## src/rtl/lzwc_pkg.sv

```systemverilog
// Package for the LZW byte stream compressor.
// Holds transfer structs, engine state type and shared constants; no dependencies.
package lzwc_pkg;

  localparam int ROOT_CODES       = 256;
  localparam int START_WIDTH      = 8;
  localparam int DICT_ENTRIES_DEF = 4096;
  localparam int QUEUE_DEPTH      = 4;

  typedef struct packed {
    logic [7:0] data_byte;
    logic       last_byte;
  } in_item_t;

  typedef struct packed {
    logic [7:0]  out_byte;
    logic        end_of_stream;
    logic [31:0] total_bytes;
  } out_item_t;

  // item as held between front and back, tagged with its stream position
  typedef struct packed {
    in_item_t item;
    logic     first;
  } q_item_t;

  typedef enum logic [2:0] {
    ST_IDLE,
    ST_HEAD,
    ST_WALK,
    ST_MISS,
    ST_ADD,
    ST_FINAL
  } eng_state_t;

endpackage

```

## src/rtl/lzwc_front.sv

```systemverilog
// Front end: accepts input transfers, tags the first byte of each stream,
// and queues items for the dictionary engine. Depends on lzwc_pkg.
module lzwc_front (
  input  logic               clk,
  input  logic               rst,
  input  logic               push,
  output logic               full,
  input  lzwc_pkg::in_item_t item,
  output logic               q_valid,
  output lzwc_pkg::q_item_t  q_item,
  input  logic               q_take
);

  localparam int PW = $clog2(lzwc_pkg::QUEUE_DEPTH);

  lzwc_pkg::q_item_t mem [lzwc_pkg::QUEUE_DEPTH];
  logic [PW-1:0] wp, rp;
  logic [PW:0]   cnt;
  logic          in_stream;
  logic          wr, rd;

  assign full    = (cnt == (PW+1)'(lzwc_pkg::QUEUE_DEPTH));
  assign q_valid = (cnt != '0);
  assign q_item  = mem[rp];
  assign wr      = push && !full;
  assign rd      = q_take && q_valid;

  always_ff @(posedge clk) begin
    if (wr) begin
      mem[wp] <= '{item: item, first: !in_stream};
    end
  end

  always_ff @(posedge clk) begin
    if (rst) begin
      wp        <= '0;
      rp        <= '0;
      cnt       <= '0;
      in_stream <= 1'b0;
    end else begin
      if (wr) begin
        wp        <= wp + PW'(1);
        in_stream <= !item.last_byte;
      end
      if (rd) begin
        rp <= rp + PW'(1);
      end
      cnt <= cnt + (PW+1)'(wr) - (PW+1)'(rd);
    end
  end

endmodule

```

## config.mk

```make
export PLATFORM = sky130hd
export DESIGN_NAME = lzwc_front
export DESIGN_NICKNAME = d
export VERILOG_FILES = /design/src/rtl/lzwc_pkg.sv /design/src/rtl/lzwc_front.sv
export SDC_FILE = /design/constraint.sdc
export NUM_CORES = 1
export LEC_CHECK = 0
export BUFFER_PORTS_ARGS = -buffer_cell sky130_fd_sc_hd__buf_2
export CELL_PAD_IN_SITES_DETAIL_PLACEMENT = 0
export CELL_PAD_IN_SITES_GLOBAL_PLACEMENT = 1
export CORE_ASPECT_RATIO = 0.9
export CORE_MARGIN = 4
export CORE_UTILIZATION = 48
export DETAILED_ROUTE_END_ITERATION = 7
export PLACE_DENSITY_LB_ADDON = 0.08
export SYNTH_ARGS = -nofsm -noshare
export SYNTH_HDL_FRONTEND = slang
export SYNTH_SLANG_ARGS = --single-unit
export TNS_END_PERCENT = 10
```

## constraint.sdc

```tcl
create_clock -name clk -period 2.47 [get_ports clk]
set_clock_uncertainty 0.15 [all_clocks]
set_input_delay 0.3705 -clock clk [delete_from_list [all_inputs] [get_ports clk]]
set_output_delay 0.3705 -clock clk [all_outputs]
set_load 0.01 [all_outputs]
```

==> results.json, run 1 <==
{
  "cts_hold_buf": 0,
  "postCtsSetupBuffers": 0,
  "gp_congestion": 0.747,
  "via_per_inst": 5.40,
  "synth_top_cell_area_share_pct": 61.5,
  "grt_pass1_vias": 974,
  "yosysWarnings": 0,
  "core_area_sq_mm": 0.00381,
  "ys_seq_elements": 50,
  "io_pins": 25,
  "clock_path_buffers": 2,
  "grt_pass1_wl_mm": 4.87,
  "die_x_microns": 75.3,
  "fmaxAchievable_mhz": 434,
  "clock-sinks": 50,
  "slew-limit-headroom_pct": 64.1,
  "end_kind": "flop",
  "cts_tree": "done",
  "status": "finished, final reports clean",
  "wl_per_cell_microns": 16.9,
  "synthCells": 106,
  "clockRootBuffer": "clkbuf_8",
  "yosysTopAreaCell": "edfxtp_1",
  "fin_crit_ns": 2.30,
  "avgSynthCellArea_sq_um": 18.4,
  "hold_ws_ns": 0.138,
  "drv_cap": 0,
  "p_leak_nw": 0.799,
  "vias": 989,
  "wirelength_mm": 3.09,
  "rr_endpoint": "cnt[2]",
  "ir_drop_v": 0.000508,
  "fin_tns_setup_ns": 0,
  "worstPathArrival_ns": 2.37,
  "start_util_pct": 51.3,
  "rr_worst_depth": 9,
  "final_util_pct": 59.2,
  "grt_use_total_pct": 13.7,
  "ys_seq_area_share_pct": 71.7,
  "synthTopCellsByArea": "edfxtp_1 61%, mux4_2 12%, dfxtp_1 10%, ha_1 3.8%, inv_1 1.3%",
  "dpl.hpwl_mm": 2.18,
  "finalHoldViolCount": 0,
  "final_nets": 156,
  "drv_slew": 0,
  "path_max_fanout": 7,
  "rsz0062_at_grt": "no",
  "numCtsBuffers": 5,
  "hold_path.class": "in2reg",
  "p_per_area_mw_per_mm2": 1000,
  "synth_nets": 126,
  "worstSetupStartpoint": "cnt[1]",
  "htreeDepth": 2,
  "endpoint": "cnt[2]",
  "drc": 0,
  "layout-drive-gt1-share_pct": 38.7,
  "synthesis.area_sq_mm": 0.00195,
  "cts_resized": 0,
  "antenna_left": 0,
  "synth_cell_type_count": 26,
  "grt_max_degree": 16,
  "core.rowCount": 21,
  "tightest_slew_ns": 0.539,
  "insertedDiodeCount": 0,
  "r2r-start": "cnt[1]",
  "critPathLaunchType": "flop",
  "fillers": 278,
  "die_y_microns": 68.5,
  "dieArea_sq_mm": 0.00516,
  "period_share_pct": 93.3,
  "setup.worst_path.class": "reg2reg",
  "clock_latency_ns": 0.29,
  "synthToLayoutAreaGrowth_pct": 15.4,
  "ff2ff_setup_slack_ns": 0.17,
  "clkTransAtPathRegs_ns": 0.09,
  "io_buffers": 24,
  "setup_viol": 0,
  "grt_overflow": 0,
  "grt_antenna_before_repair": 0,
  "worstPathRequired_ns": 2.53,
  "drt-initial-drc-count": 53,
  "first_pass_iters": 6
}
layout by cell type, fill, tap and decap left out, drive strengths merged:
master	count
nor3b	1
fa	1
nor2b	1
ha	6
mux4	10
or3	3
buf	26
xnor2	1
nand3b	1
o311ai	1
dfxtp	10
edfxtp	40
clkinv	1
a21oi	3
and2	5
o31a	1
o21ai	3
inv	7
clkinvlp	1
clkbuf	6
xor2	2
nor2	6
nor3	1
synth_stat cells:
cell type	number
or3_2	1
ha_1	6
and2_2	1
clkbuf_1	1
buf_4	1
dfxtp_1	10
nor2b_1	1
edfxtp_1	40
mux4_2	10
xor2_1	2
fa_1	1
xnor2_1	1
nor3_1	1
nor2_2	1
nor3b_4	1
o21ai_1	1
clkbuf_2	1
nor2_1	5
o311ai_1	1
inv_1	7
o31a_2	1
or3_1	2
a21oi_1	3
nand3b_1	1
o21ai_0	2
and2_1	4
worst min-delay path by stage:
stage	slack (ns)	depth (start not counted)	from	end
5_1_grt	0.12	1	item[3]	mem[0][4]
3_5_place_dp	0.33	2	in_stream	in_stream
6_report	0.14	1	item[2]	mem[0][3]
3_3_place_gp	0.33	2	in_stream	in_stream
4_1_cts	0.13	1	item[2]	mem[3][3]
2_1_floorplan	0.30	2	in_stream	in_stream
report_power, final:
group	switching (mW)	internal [mW]
Combinational	0.296	0.342
Sequential	0.103	1.05
Clock	0.250	0.225
Total	0.649	1.61
worst max-delay path: stages, from the launching register on:
cell     delay (ns)
dfxtp_4        0.38
o31a_2         0.37
ha_1           0.27
inv_1          0.06
ha_1           0.13
inv_1          0.05
fa_2           0.34
xor2_1         0.15
and2_2         0.19
nor3_1         0.13
state kept, by name, summed over array words and instances, names as in the netlist, named ones only:
name,count
mem,40
wp,2
rp,2
in_stream,1
cnt,3
logic make-up after synthesis:
kind of cell	after synthesis	synth area share, %
xor gates and xnor gates	3	1.34
adders and majority gates	7	4.87
buffers and inverters	10	2.18
muxes	10	11.5
AOI/OAI and AO/OA	8	2.50
DFF	50	71.7
and+or+nand+nor	18	5.89
metrics by stage:
step	setup WS, ns	instances	total power [mW]	cell area (sq um)
floorplan	0.164	106	1.56	1950
global placement	0.128	175	1.78	2140
detailed placement	0.0354	175	1.80	2140
CTS	0.0241	183	2.28	2240
global route	0.0465	183	2.42	2250
finish	0.166	183	2.26	2250
area by class of cell:
cell class | instances | area (sq um) | share of cell area [%]
Sequential cell | 50 | 1410 | 62.5
Multi-Input combinational cell | 46 | 518 | 23.0
Timing Repair Buffer | 26 | 148 | 6.55
Clock buffer | 6 | 82.6 | 3.66
Tap cell | 46 | 57.6 | 2.55
Inverter | 7 | 26.3 | 1.17
Clock inverter | 2 | 12.5 | 0.555
per-layer routing:
layer	up-vias	global-route usage, %	wire, microns
li1	465	-	-
met1	494	17.4	1350
met2	26	21.8	1560
met3	4	4.78	162
met4	0	5.24	27
met5	-	0	0
Power figures use the tool's default switching activity.
==> run 2: changes to the inputs <==
--- a/config.mk
+++ b/config.mk
@@ -10,7 +10,7 @@
 export CELL_PAD_IN_SITES_GLOBAL_PLACEMENT = 1
 export CORE_ASPECT_RATIO = 0.9
 export CORE_MARGIN = 4
-export CORE_UTILIZATION = 48
+export CORE_UTILIZATION = 43
 export DETAILED_ROUTE_END_ITERATION = 7
 export PLACE_DENSITY_LB_ADDON = 0.08
 export SYNTH_ARGS = -nofsm -noshare
==> constraint.sdc (replaced) <==
create_clock -name clk -period 2.06 [get_ports clk]
set_clock_uncertainty 0.15 [all_clocks]
set_input_delay 0.309 -clock clk [delete_from_list [all_inputs] [get_ports clk]]
set_output_delay 0.309 -clock clk [all_outputs]
set_load 0.01 [all_outputs]
==> results.json, run 2 (synthesis gave the netlist of run 1 again) <==
{
  "path_max_fanout": 3,
  "cts_tree": "done",
  "dieArea_sq_mm": 0.00569,
  "violations": "negative setup slack",
  "htreeDepth": 2,
  "hold_path_end": "mem[2][9]",
  "vias": 1001,
  "p_seq_share_pct": 46.4,
  "die_x_microns": 79.1,
  "fillers": 377,
  "grt_pass1_vias": 1138,
  "synthToLayoutAreaGrowth_pct": 21.8,
  "dp.cells": 200,
  "slew-limit-headroom_pct": 79.2,
  "clock_latency_ns": 0.29,
  "clock_path_buffers": 2,
  "place_ws_ns": -0.141,
  "ir_drop_v": 0.000784,
  "r2r-start": "cnt[0]",
  "final_util_pct": 56.1,
  "largest-register": "mem",
  "worstPathArrival_ns": 2.18,
  "seqCellArea_sq_mm": 0.00141,
  "p_leak_nw": 0.857,
  "fmaxAchievable_mhz": 467,
  "end_kind": "flop",
  "clock-sinks": 50,
  "start_util_pct": 46.1,
  "status": "finished, violations left",
  "final_nets": 168,
  "crit_chain": "o31a_4 > ha_4 > inv_2 > ha_4 > inv_2 > fa_2 > xor2_1 > and2_4 > nor3_2",
  "setup_viol": 1,
  "drt-initial-drc-count": 53,
  "swShare_pct": 29.5,
  "multi_input_area_sq_um": 552,
  "comb_power_share_pct": 34.1,
  "clkPwrFrac_pct": 19.5,
  "grt_use_total_pct": 12.2,
  "finalHoldViolCount": 0,
  "wirelength_mm": 3.08,
  "numCtsBuffers": 5,
  "die_y_microns": 72.0,
  "layout-drive-gt1-share_pct": 47.7,
  "clkTransAtPathRegs_ns": 0.09,
  "gp_congestion": 0.706,
  "dpl.hpwl_mm": 2.13,
  "fin_crit_ns": 2.14,
  "grt_pass1_wl_mm": 5.19,
  "grt_overflow": 0,
  "first_pass_iters": 4,
  "drv_slew": 0,
  "largest_register_ffs": 40,
  "top_regs": "mem (40), cnt (3)",
  "p_int_mw": 2.01,
  "p_per_area_mw_per_mm2": 1200,
  "grt_antenna_before_repair": 0,
  "rr_endpoint": "cnt[2]",
  "hp-start": "item[8]",
  "core.rowCount": 22,
  "slowest_stage": "dfxtp_4",
  "final_cell_mix": "40 x edfxtp_1, 24 x buf_2, 13 x buf_4, 10 x mux4_2, 7 x dfxtp_1",
  "rsz0062_at_grt": "yes",
  "period_share_pct": 104,
  "critPathMaxStageDelay_ns": 0.37,
  "instances_no_fill": 209,
  "power.net_switching_uw": 838,
  "rr_worst_depth": 9,
  "setup.worst_path.class": "reg2reg",
  "antenna_left": 0,
  "grt_max_degree": 17,
  "core_area_sq_mm": 0.00424,
  "final_common_cell": "edfxtp_1",
  "io_buffers": 24,
  "tightest_slew_ns": 0.307,
  "critPathLaunchType": "flop",
  "ff2ff_setup_slack_ns": -0.08,
  "io_pins": 25,
  "worstPathRequired_ns": 2.10,
  "fin_ws_ns": -0.0792,
  "wl_per_cell_microns": 14.8,
  "via_per_inst": 4.79,
  "clockRootBuffer": "clkbuf_8",
  "hold_depth": 1,
  "insertedDiodeCount": 0,
  "drv_cap": 0,
  "fin_tns_setup_ns": -0.0792,
  "drc": 0,
  "hold_path.class": "in2reg"
}
==> run 2: through the flow <==
stage               total power [mW]  instance area [sq um]  hold WS (ns)
floorplan                       1.89                   1960         0.258
global placement                2.20                   2240         0.318
detailed placement              2.23                   2240         0.326
CTS                             2.87                   2380        0.0596
global route                    3.01                   2380        0.0637
finish                          2.85                   2380        0.0665
==> run 2: worst max path at each step <==
stage,from,end,cells past startpoint
global route,cnt[1],cnt[2],11
global placement,cnt[1],cnt[2],9
detailed placement,cnt[1],cnt[2],9
finish,cnt[0],cnt[2],9
CTS,cnt[0],cnt[2],9
floorplan,cnt[2],cnt[2],11
==> run 2: layer usage <==
layer / GRT usage (%) / part of all wire, %
met1: 14.8 / 44
met2: 20.7 / 51
met3: 3.47 / 4.1
met4: 5.15 / 1.7
met5: 0 / 0
==> run 2: repair_timing <==
item / in CTS / in global routing
setup endpoints to repair: 1 / 6
setup buffers: 1 / 0
pin swaps: 4 / 3
hold buffers: 0 / 0
gates resized for setup: 10 / 1
==> run 2: power by group through the flow <==
| stage | clock network, mW | registers (mW) | logic (mW) |
|---|---|---|---|
| 3_5_place_dp | 0 | 1.34 | 0.889 |
| 6_report | 0.554 | 1.32 | 0.971 |
| 2_1_floorplan | 0 | 1.33 | 0.554 |
| 3_3_place_gp | 0 | 1.33 | 0.878 |
| 4_1_cts | 0.570 | 1.32 | 0.982 |
| 5_1_grt | 0.605 | 1.34 | 1.07 |
==> run 2: area by class of cell <==
class                      instances  share of cell area, %
multi-input combinational         46                   23.2
clock inverter                     3                  0.894
tap                               60                   3.15
sequential                        50                   59.1
clock buffer                       5                   2.89
inverter                           7                   1.10
timing repair buffer              38                   9.62
==> run 2: worst max-delay path, delay by kind of cell (launching register included) <==
family / cells / cell delay, ns
buffers and inverters: 2 / 0.10
adders and majority gates: 3 / 0.70
xor gates and xnor gates: 1 / 0.17
DFF: 1 / 0.37
AOI/OAI and AO/OA: 1 / 0.34
and+or+nand+nor: 2 / 0.20
