$ cat config.mk
export PLATFORM = sky130hd
export DESIGN_NAME = lzwc_packer
export DESIGN_NICKNAME = d
export VERILOG_FILES = /design/src/rtl/lzwc_pkg.sv /design/src/rtl/lzwc_packer.sv
export SDC_FILE = /design/constraint.sdc
export NUM_CORES = 1
export LEC_CHECK = 0
export ABC_CLOCK_PERIOD_IN_PS = 6200
export BUFFER_PORTS_ARGS = -buffer_cell sky130_fd_sc_hd__buf_4
export CAP_MARGIN = 5
export CORE_ASPECT_RATIO = 0.8
export CORE_MARGIN = 5
export CORE_UTILIZATION = 60
export DETAILED_ROUTE_END_ITERATION = 8
export HOLD_SLACK_MARGIN = 0.06
export PLACE_DENSITY = 0.87
export SLEW_MARGIN = 20
export SYNTH_ARGS = -nofsm -noshare
export SYNTH_HDL_FRONTEND = slang
export SYNTH_SLANG_ARGS = --single-unit
$ cat constraint.sdc
create_clock -name clk -period 6.2 [get_ports clk]
set_input_delay 0.31 -clock clk [delete_from_list [all_inputs] [get_ports clk]]
set_output_delay 0.31 -clock clk [all_outputs]
set_load 0.05 [all_outputs]
$ cat src/rtl/lzwc_pkg.sv
// Package for the LZW byte stream compressor.
// Holds transfer structs, engine state type and shared constants; no dependencies.
package lzwc_pkg;

  localparam int ROOT_CODES       = 256;
  localparam int START_WIDTH      = 8;
  localparam int DICT_ENTRIES_DEF = 4096;
  localparam int QUEUE_DEPTH      = 4;

  typedef struct packed {
    logic [7:0] data_byte;
    logic       last_byte;
  } in_item_t;

  typedef struct packed {
    logic [7:0]  out_byte;
    logic        end_of_stream;
    logic [31:0] total_bytes;
  } out_item_t;

  // item as held between front and back, tagged with its stream position
  typedef struct packed {
    in_item_t item;
    logic     first;
  } q_item_t;

  typedef enum logic [2:0] {
    ST_IDLE,
    ST_HEAD,
    ST_WALK,
    ST_MISS,
    ST_ADD,
    ST_FINAL
  } eng_state_t;

endpackage

$ cat src/rtl/lzwc_packer.sv
// Bit packer: packs codes MSB first into bytes, pads the stream end, counts
// bytes, and queues results for the output side. Depends on lzwc_pkg.
module lzwc_packer #(
  parameter int CW = $clog2(lzwc_pkg::DICT_ENTRIES_DEF),
  parameter int WW = $clog2(CW + 1)
) (
  input  logic                clk,
  input  logic                rst,
  input  logic                code_valid,
  input  logic [CW-1:0]       code,
  input  logic [WW-1:0]       code_width,
  input  logic                code_flush,
  output logic                code_ready,
  output logic                empty,
  input  logic                pop,
  output lzwc_pkg::out_item_t result
);

  localparam int AW = CW + 8;
  localparam int KW = $clog2(AW + 1);
  localparam int PW = $clog2(lzwc_pkg::QUEUE_DEPTH);

  logic [AW-1:0] acc;
  logic [KW-1:0] cnt;
  logic          flushing;
  logic [31:0]   bcount, bcount_inc;

  lzwc_pkg::out_item_t mem [lzwc_pkg::QUEUE_DEPTH];
  logic [PW-1:0] wp, rp;
  logic [PW:0]   fcnt;
  logic          ofull, wr, rd, have_byte, take;
  lzwc_pkg::out_item_t wd;
  logic [AW-1:0] sh;
  logic [7:0]    pad;

  assign ofull      = (fcnt == (PW+1)'(lzwc_pkg::QUEUE_DEPTH));
  assign empty      = (fcnt == '0);
  assign result     = mem[rp];
  assign rd         = pop && !empty;
  assign code_ready = (cnt < KW'(8)) && !flushing;
  assign take       = code_valid && code_ready;
  assign have_byte  = (cnt >= KW'(8)) || (flushing && cnt != '0);
  assign wr         = have_byte && !ofull;
  assign bcount_inc = (bcount == '1) ? bcount : bcount + 32'd1;
  assign sh         = acc >> (cnt - KW'(8));
  assign pad        = acc[7:0] << (KW'(8) - cnt);

  always_comb begin
    wd = '0;
    if (cnt >= KW'(8)) begin
      wd.out_byte      = sh[7:0];
      wd.end_of_stream = flushing && (cnt == KW'(8));
    end else begin
      wd.out_byte      = pad;
      wd.end_of_stream = 1'b1;
    end
    if (wd.end_of_stream) begin
      wd.total_bytes = bcount_inc;
    end
  end

  always_ff @(posedge clk) begin
    if (wr) begin
      mem[wp] <= wd;
    end
    if (take) begin
      acc <= (acc << code_width) | AW'(code);
    end
  end

  always_ff @(posedge clk) begin
    if (rst) begin
      cnt      <= '0;
      flushing <= 1'b0;
      bcount   <= '0;
      wp       <= '0;
      rp       <= '0;
      fcnt     <= '0;
    end else begin
      if (take) begin
        cnt      <= cnt + KW'(code_width);
        flushing <= code_flush;
      end else if (wr) begin
        if (wd.end_of_stream) begin
          cnt      <= '0;
          flushing <= 1'b0;
          bcount   <= '0;
        end else begin
          cnt    <= cnt - KW'(8);
          bcount <= bcount_inc;
        end
      end
      if (wr) begin
        wp <= wp + PW'(1);
      end
      if (rd) begin
        rp <= rp + PW'(1);
      end
      fcnt <= fcnt + (PW+1)'(wr) - (PW+1)'(rd);
    end
  end

endmodule

==> results.py, run 1 <==
metrics = {
    "grt": {
        "grt_overflow": 0,
        "antenna_found_initial": 0,
        "grt_pass1_vias": 7482,
        "grt_pass1_wl_mm": 40.5,
        "grt_start_max_net_pins": 42,
        "grt_use_total": 0.233,
    },
    "clock_network": {
        "cts_max_level": 1,
        "cts_resized": 0,
        "cts_tree": "done",
        "tritoncts.num_buffers": 24,
        "clk_pin_slew_ps": 60,
        "worstSkewPairLatency_ps": 530,
        "hold_buffers": 10,
        "cts_buffer_depth": 3,
        "cts_root_buf": "clkbuf_16",
        "post-cts-setup-buffers": 0,
        "cts.sinks": 231,
    },
    "power_and_ir_drop": {
        "ir_worst_vdd_mv": 0.237,
        "finalPower_mw": 5.38,
        "comb_power_share": 0.329,
        "seq_power_share": 0.377,
        "p_leak_nw": 4.46,
        "power_density_mw_per_mm2": 414,
        "swShare": 0.348,
        "clock_power_share": 0.294,
        "net-switching-power_mw": 1.87,
        "internal_power_mw": 3.51,
    },
    "logic_synthesis": {
        "syn_area_mm2": 0.0114,
        "synth_edf_count": 184,
        "synth_area_leaders": "edfxtp_1 48%, mux4_2 14%, dfxtp_1 8.3%",
        "ys_top_cells_by_count": "184 x edfxtp_1, 71 x mux4_2, 71 x nor2_1, 50 x nand2_1, 47 x dfxtp_1",
        "synth_top_area_frac": 0.485,
        "synth_seq_area_share": 0.567,
        "synth_seq_cells": 231,
        "synth_top_flop_cell": "edfxtp_1",
        "netlist_instances": 843,
        "yosys.cell_types.count": 64,
        "synth_area_leader_cell": "edfxtp_1",
        "yosys_warnings": 0,
        "avgSynthCellArea_um2": 13.5,
        "syn_nets": 881,
        "yosysMostFrequentCell": "edfxtp_1",
        "synthArstFlopShare": 0,
    },
    "sta": {
        "drv_slew": 0,
        "tns_ps": 0,
        "slew_headroom": 0.313,
        "hold_ws_ps": 66.3,
        "final.setup_skew_ps": 20.0,
        "clock.fmax_ghz": 0.240,
        "finalHoldViolCount": 0,
        "worstMarginPinSlew_ps": 1030,
        "finalSetupViolations": 0,
        "grt_setup_unrepaired": "false",
        "setup_slack_ps": 2030,
        "fin_crit_sh": 0.673,
        "period_needed_ps": 4170,
    },
    "layout": {
        "num_antenna_cells": 0,
        "num-nets-final": 929,
        "fillCellCount": 1251,
        "drive_gt1_frac": 0.224,
        "fin_util": 0.692,
        "syn_to_final_growth_pct": 14.2,
    },
    "place": {
        "gp_congestion": 0.886,
        "dp_hpwl_mm": 15.4,
        "portBuffers": 63,
        "place_ws_ps": 2090,
    },
    "floorplanning": {
        "fp.dieW_um": 164,
        "core.rowCount": 45,
        "core_area_mm2": 0.0188,
        "fp.dieArea_mm2": 0.0219,
        "ios": 64,
        "start_util": 0.606,
        "fp.dieH_um": 133,
    },
    "routing": {
        "initialDrtViolationCount": 839,
        "routed-wl-met2_mm": 12.0,
        "top_layer_used": "met4",
        "drtPass1Iterations": 5,
        "drc_errors": 0,
        "dr_total_vias": 7478,
        "wl_per_cell_um": 21.5,
        "ant_nets": 0,
        "wl_mm": 25.1,
        "viasPerCell": 6.41,
        "wl_met1_mm": 10.5,
        "wl_met3_mm": 1.97,
    },
    "worst_setup_path": {
        "rr_startpoint": "cnt[3]$_SDFFE_PP0P_",
        "required_ps": 6640,
        "r2r-end": "bcount[11]$_SDFFE_PP0P_",
        "regToRegSetupSlack_ps": 2030,
        "critPathKind": "flip-flop to flip-flop",
        "crit_path_start_kind": "flip-flop",
        "path_max_fanout": 30,
        "startpoint": "cnt[3]$_SDFFE_PP0P_",
        "r2r_cells": 8,
        "endpoint_kind": "flip-flop",
        "worstPathArrival_ps": 4610,
    },
    "hold_path": {
        "hp-class": "input pin to flip-flop",
        "min-delay-start": "code[4]",
        "min_to": "acc[4]$_DFFE_PP_",
        "hold_depth": 2,
    },
    "run": {
        "cap_violations": 0,
    },
    "run_status": {
        "run_status": "completed",
    },
}
## metrics by stage
stage / instance area (um^2) / std cells
CTS: 13000 / 1166
global route: 13000 / 1167
detailed placement: 12000 / 1112
finish: 13000 / 1167
floorplan: 11400 / 843
global placement: 12000 / 1112
## critical path: stages, from the launching register on
cell and delay (ps):
dfxtp_1 720, inv_1 290, ha_1 370, nor2b_1 180, a221oi_2 780, inv_1 320, or3_1 850, or3_1 480
o21ai_0 90
## routing by layer
layer | vias up | global-route usage
li1 | 3347 | -
met4 | 0 | 0.0503
met5 | - | 0
met3 | 49 | 0.0387
met2 | 345 | 0.380
met1 | 3737 | 0.335
## power by group through the flow
stage / clock network, mW / registers (mW) / logic [mW]
after floorplan: 0 / 1.96 / 1.38
after global placement: 0 / 2.05 / 1.71
after detailed placement: 0 / 2.06 / 1.74
after CTS: 1.59 / 2.03 / 1.76
after global routing: 1.66 / 2.05 / 1.89
final: 1.58 / 2.03 / 1.77
## worst max-delay path by stage
stage / endpoint / slack [ps] / cells past startpoint
2_1_floorplan: mem[0][0]$_DFFE_PP_ / 2780 / 8
6_report: bcount[11]$_SDFFE_PP0P_ / 2030 / 8
4_1_cts: bcount[11]$_SDFFE_PP0P_ / 2060 / 9
5_1_grt: fcnt[2]$_SDFF_PP0_ / 1630 / 13
3_5_place_dp: bcount[11]$_SDFFE_PP0P_ / 2090 / 9
3_3_place_gp: bcount[15]$_SDFFE_PP0P_ / 2310 / 9
## sequential cells by signal, indices dropped and copies added (netlist names), named ones only
| signal | flops |
|---|---|
| mem | 164 |
| bcount | 32 |
| acc | 20 |
| cnt | 5 |
| fcnt | 3 |
| rp | 2 |
| wp | 2 |
| flushing | 1 |
## area by class of cell
type / count / area, um^2 / area share
Multi-Input combinational cell: 531 / 4620 / 0.355
Clock inverter: 16 / 234 / 0.0180
Sequential cell: 231 / 6470 / 0.497
Clock buffer: 28 / 646 / 0.0496
Tap cell: 258 / 323 / 0.0248
Inverter: 26 / 97.6 / 0.00750
Timing Repair Buffer: 77 / 623 / 0.0479
## kinds of logic (layout without fill, tap and decap cells)
group,Yosys count,after routing,synth area share
AO/OA/AOI/OAI,137,137,0.0790
XOR/XNOR,42,42,0.0323
adder cells (fa/ha/maj),17,17,0.0200
buffers and inverters,81,147,0.0284
flip-flops,231,231,0.567
multiplexers,108,108,0.174
AND/OR/NAND/NOR,227,227,0.0987
## cells in the final DEF (no fill, tap or decap), types with 3 or more instances in the layout
cell	netlist	layout
edfxtp_1	184	184
mux4_2	71	71
nor2_1	71	70
buf_4	2	66
nand2_1	50	50
dfxtp_1	47	45
mux2i_1	34	34
a21oi_1	31	31
o21ai_0	30	30
inv_1	26	26
clkbuf_16	0	24
xor2_1	22	22
nand3_1	22	22
xnor2_1	20	20
a31oi_1	16	16
nor2b_1	15	15
ha_1	15	15
a211oi_1	14	14
nand4_1	12	12
nor3_1	10	10
dlygate4sd3_1	0	10
a21o_1	9	9
and3_1	7	7
o31ai_1	6	6
or3_1	6	6
nand2b_1	5	5
o21bai_1	5	5
nor4_1	5	5
bufinv_16	0	5
a22oi_1	4	4
and2_4	0	4
nor3b_1	4	4
clkinv_2	0	4
clkinvlp_4	0	4
o22ai_1	3	3
clkbuf_8	0	3
Note: power is estimated with default switching activity, not from simulation.
==> run 2: changes to the inputs <==
--- a/config.mk
+++ b/config.mk
@@ -5,15 +5,15 @@
 export SDC_FILE = /design/constraint.sdc
 export NUM_CORES = 1
 export LEC_CHECK = 0
-export ABC_CLOCK_PERIOD_IN_PS = 6200
+export ABC_CLOCK_PERIOD_IN_PS = 3700
 export BUFFER_PORTS_ARGS = -buffer_cell sky130_fd_sc_hd__buf_4
 export CAP_MARGIN = 5
 export CORE_ASPECT_RATIO = 0.8
 export CORE_MARGIN = 5
-export CORE_UTILIZATION = 60
+export CORE_UTILIZATION = 55
 export DETAILED_ROUTE_END_ITERATION = 8
 export HOLD_SLACK_MARGIN = 0.06
-export PLACE_DENSITY = 0.87
+export PLACE_DENSITY = 0.84
 export SLEW_MARGIN = 20
 export SYNTH_ARGS = -nofsm -noshare
 export SYNTH_HDL_FRONTEND = slang
==> constraint.sdc (replaced) <==
create_clock -name clk -period 3.7 [get_ports clk]
set_input_delay 0.185 -clock clk [delete_from_list [all_inputs] [get_ports clk]]
set_output_delay 0.185 -clock clk [all_outputs]
set_load 0.05 [all_outputs]
==> run 2 against run 1 <==
Compared with the run above:
- maximum frequency rose by 33%
- worst setup slack worse by 1500 ps
- routed wire length fell by 3.0%
- clock skew decreased by 8.4 ps
- critical path type unchanged
==> results.py, run 2 (synthesis results as in run 1) <==
metrics = {
    "sta": {
        "period_needed_ps": 3140,
        "clock.fmax_ghz": 0.319,
        "finalSetupViolations": 0,
        "fin_crit_sh": 0.849,
        "setup_slack_ps": 561,
        "finalHoldViolCount": 0,
        "tns_ps": 0,
        "slew_headroom": 0.267,
        "final.setup_skew_ps": 11.6,
        "drv_slew": 0,
        "grt_setup_unrepaired": "false",
        "worstMarginPinSlew_ps": 1100,
    },
    "power_and_ir_drop": {
        "power_density_mw_per_mm2": 663,
        "ir_worst_vdd_mv": 0.490,
        "p_leak_nw": 4.48,
    },
    "floorplanning": {
        "core.rowCount": 47,
        "fp.dieH_um": 139,
        "start_util": 0.555,
        "fp.dieW_um": 171,
        "core_area_mm2": 0.0205,
        "ios": 64,
        "fp.dieArea_mm2": 0.0237,
    },
    "clock_network": {
        "worstSkewPairLatency_ps": 520,
        "cts.sinks": 231,
        "tritoncts.num_buffers": 23,
        "post-cts-setup-buffers": 0,
        "cts_root_buf": "clkbuf_16",
        "cts_max_level": 1,
        "clk_pin_slew_ps": 60,
        "cts_tree": "done",
        "cts_buffer_depth": 3,
    },
    "grt": {
        "grt_pass1_vias": 7247,
        "grt_start_max_net_pins": 42,
        "grt_overflow": 0,
        "grt_use_total": 0.203,
        "grt_pass1_wl_mm": 38.8,
        "antenna_found_initial": 0,
    },
    "worst_setup_path": {
        "r2r_cells": 7,
        "rr_startpoint": "cnt[2]$_SDFFE_PP0P_",
        "cp-endpoint": "bcount[28]$_SDFFE_PP0P_",
        "crit_path_start_kind": "flip-flop",
        "r2r-end": "bcount[28]$_SDFFE_PP0P_",
        "critPathKind": "flip-flop to flip-flop",
        "path_max_fanout": 35,
        "endpoint_kind": "flip-flop",
        "startpoint": "cnt[2]$_SDFFE_PP0P_",
        "regToRegSetupSlack_ps": 560,
        "worstPathArrival_ps": 3570,
        "required_ps": 4130,
    },
    "layout": {
        "fin_util": 0.635,
        "final_common_cell": "edfxtp_1",
        "syn_to_final_growth_pct": 14.3,
        "regMostFlops": "mem",
        "num_antenna_cells": 0,
        "largestRegisters": "mem: 164 flops, bcount: 32 flops, acc: 20 flops",
        "drive_gt1_frac": 0.218,
        "largest_register_ffs": 164,
        "num-nets-final": 942,
        "final_cell_mix": "184 x edfxtp_1, 71 x mux4_2, 71 x nor2_1, 71 x buf_4, 50 x nand2_1",
    },
    "routing": {
        "viasPerCell": 6.15,
        "dr_total_vias": 7323,
        "drtPass1Iterations": 8,
        "initialDrtViolationCount": 696,
        "ant_nets": 0,
        "drc_errors": 0,
        "wl_mm": 24.3,
        "wl_per_cell_um": 20.4,
    },
    "hold_path": {
        "hp-class": "input pin to flip-flop",
    },
    "place": {
        "gp_congestion": 0.917,
        "dp_hpwl_mm": 16.0,
        "place_ws_ps": 702,
        "portBuffers": 63,
    },
    "run_status": {
        "run_status": "completed",
    },
    "run": {
        "cap_violations": 0,
    },
}
[run 2: cell count changes in the layout (fill, tap and decap cells not counted), sizes merged]
cell,previous run,this run
dlygate4sd3,10,15
clkinv,5,4
clkbuf,28,34
buf,67,76
clkinvlp,4,1
bufinv,5,1
[run 2: through the flow]
| stage | instances | instance area (um^2) | hold slack, ps | total power [mW] |
|---|---|---|---|---|
| 4_1_cts | 1190 | 13000 | 125 | 8.68 |
| 3_5_place_dp | 1133 | 12100 | 435 | 6.44 |
| 3_3_place_gp | 1133 | 12100 | 436 | 6.37 |
| 6_report | 1190 | 13000 | 141 | 8.63 |
| 2_1_floorplan | 843 | 11400 | 346 | 5.59 |
| 5_1_grt | 1190 | 13000 | 134 | 9.01 |
[run 2: layout make-up]
type	instances	area, um^2
tap	269	337
sequential	231	6470
timing repair buffer	91	783
clock inverter	8	87.6
fill	1467	7500
clock buffer	34	637
inverter	26	97.6
multi-input combinational	531	4610
[run 2: worst min-delay path by stage]
| stage | startpoint | cells after the start | slack, ps | end |
|---|---|---|---|---|
| 5_1_grt | code_width[3] | 2 | 130 | acc[13]$_DFFE_PP_ |
| 2_1_floorplan | code[1] | 1 | 350 | acc[1]$_DFFE_PP_ |
| 6_report | code_width[3] | 2 | 140 | acc[13]$_DFFE_PP_ |
| 3_5_place_dp | code[3] | 2 | 430 | acc[3]$_DFFE_PP_ |
| 4_1_cts | code_width[3] | 2 | 130 | acc[13]$_DFFE_PP_ |
| 3_3_place_gp | code[3] | 2 | 440 | acc[3]$_DFFE_PP_ |
[run 2: power breakdown]
group	internal [mW]	switching, mW	total [mW]
Clock	1.28	0.961	2.24
Sequential	3.14	0.239	3.38
Combinational	1.15	1.85	3.01
[run 2: per-layer routing]
layer  wire, um  track usage  vias to the layer above  share of wire
met4        427       0.0429                        0          0.018
li1           -            -                     3372              -
met5          0            0                        -              0
met3       1590       0.0322                       34          0.066
met2      11600        0.323                      270           0.48
met1      10700        0.301                     3647           0.44
[run 2: what timing repair did]
item                      4_1_cts  5_1_grt
hold endpoints to repair       29        0
gates resized for setup         0        0
hold buffers                   15        0
[run 2: worst max-delay path, cell delays in order (launching register included)]
cell	delay [ps]
dfxtp_1	750
and4bb_2	340
mux2i_4	160
buf_4	380
nand2_1	230
nor2_2	690
o21ai_0	250
a31oi_1	240
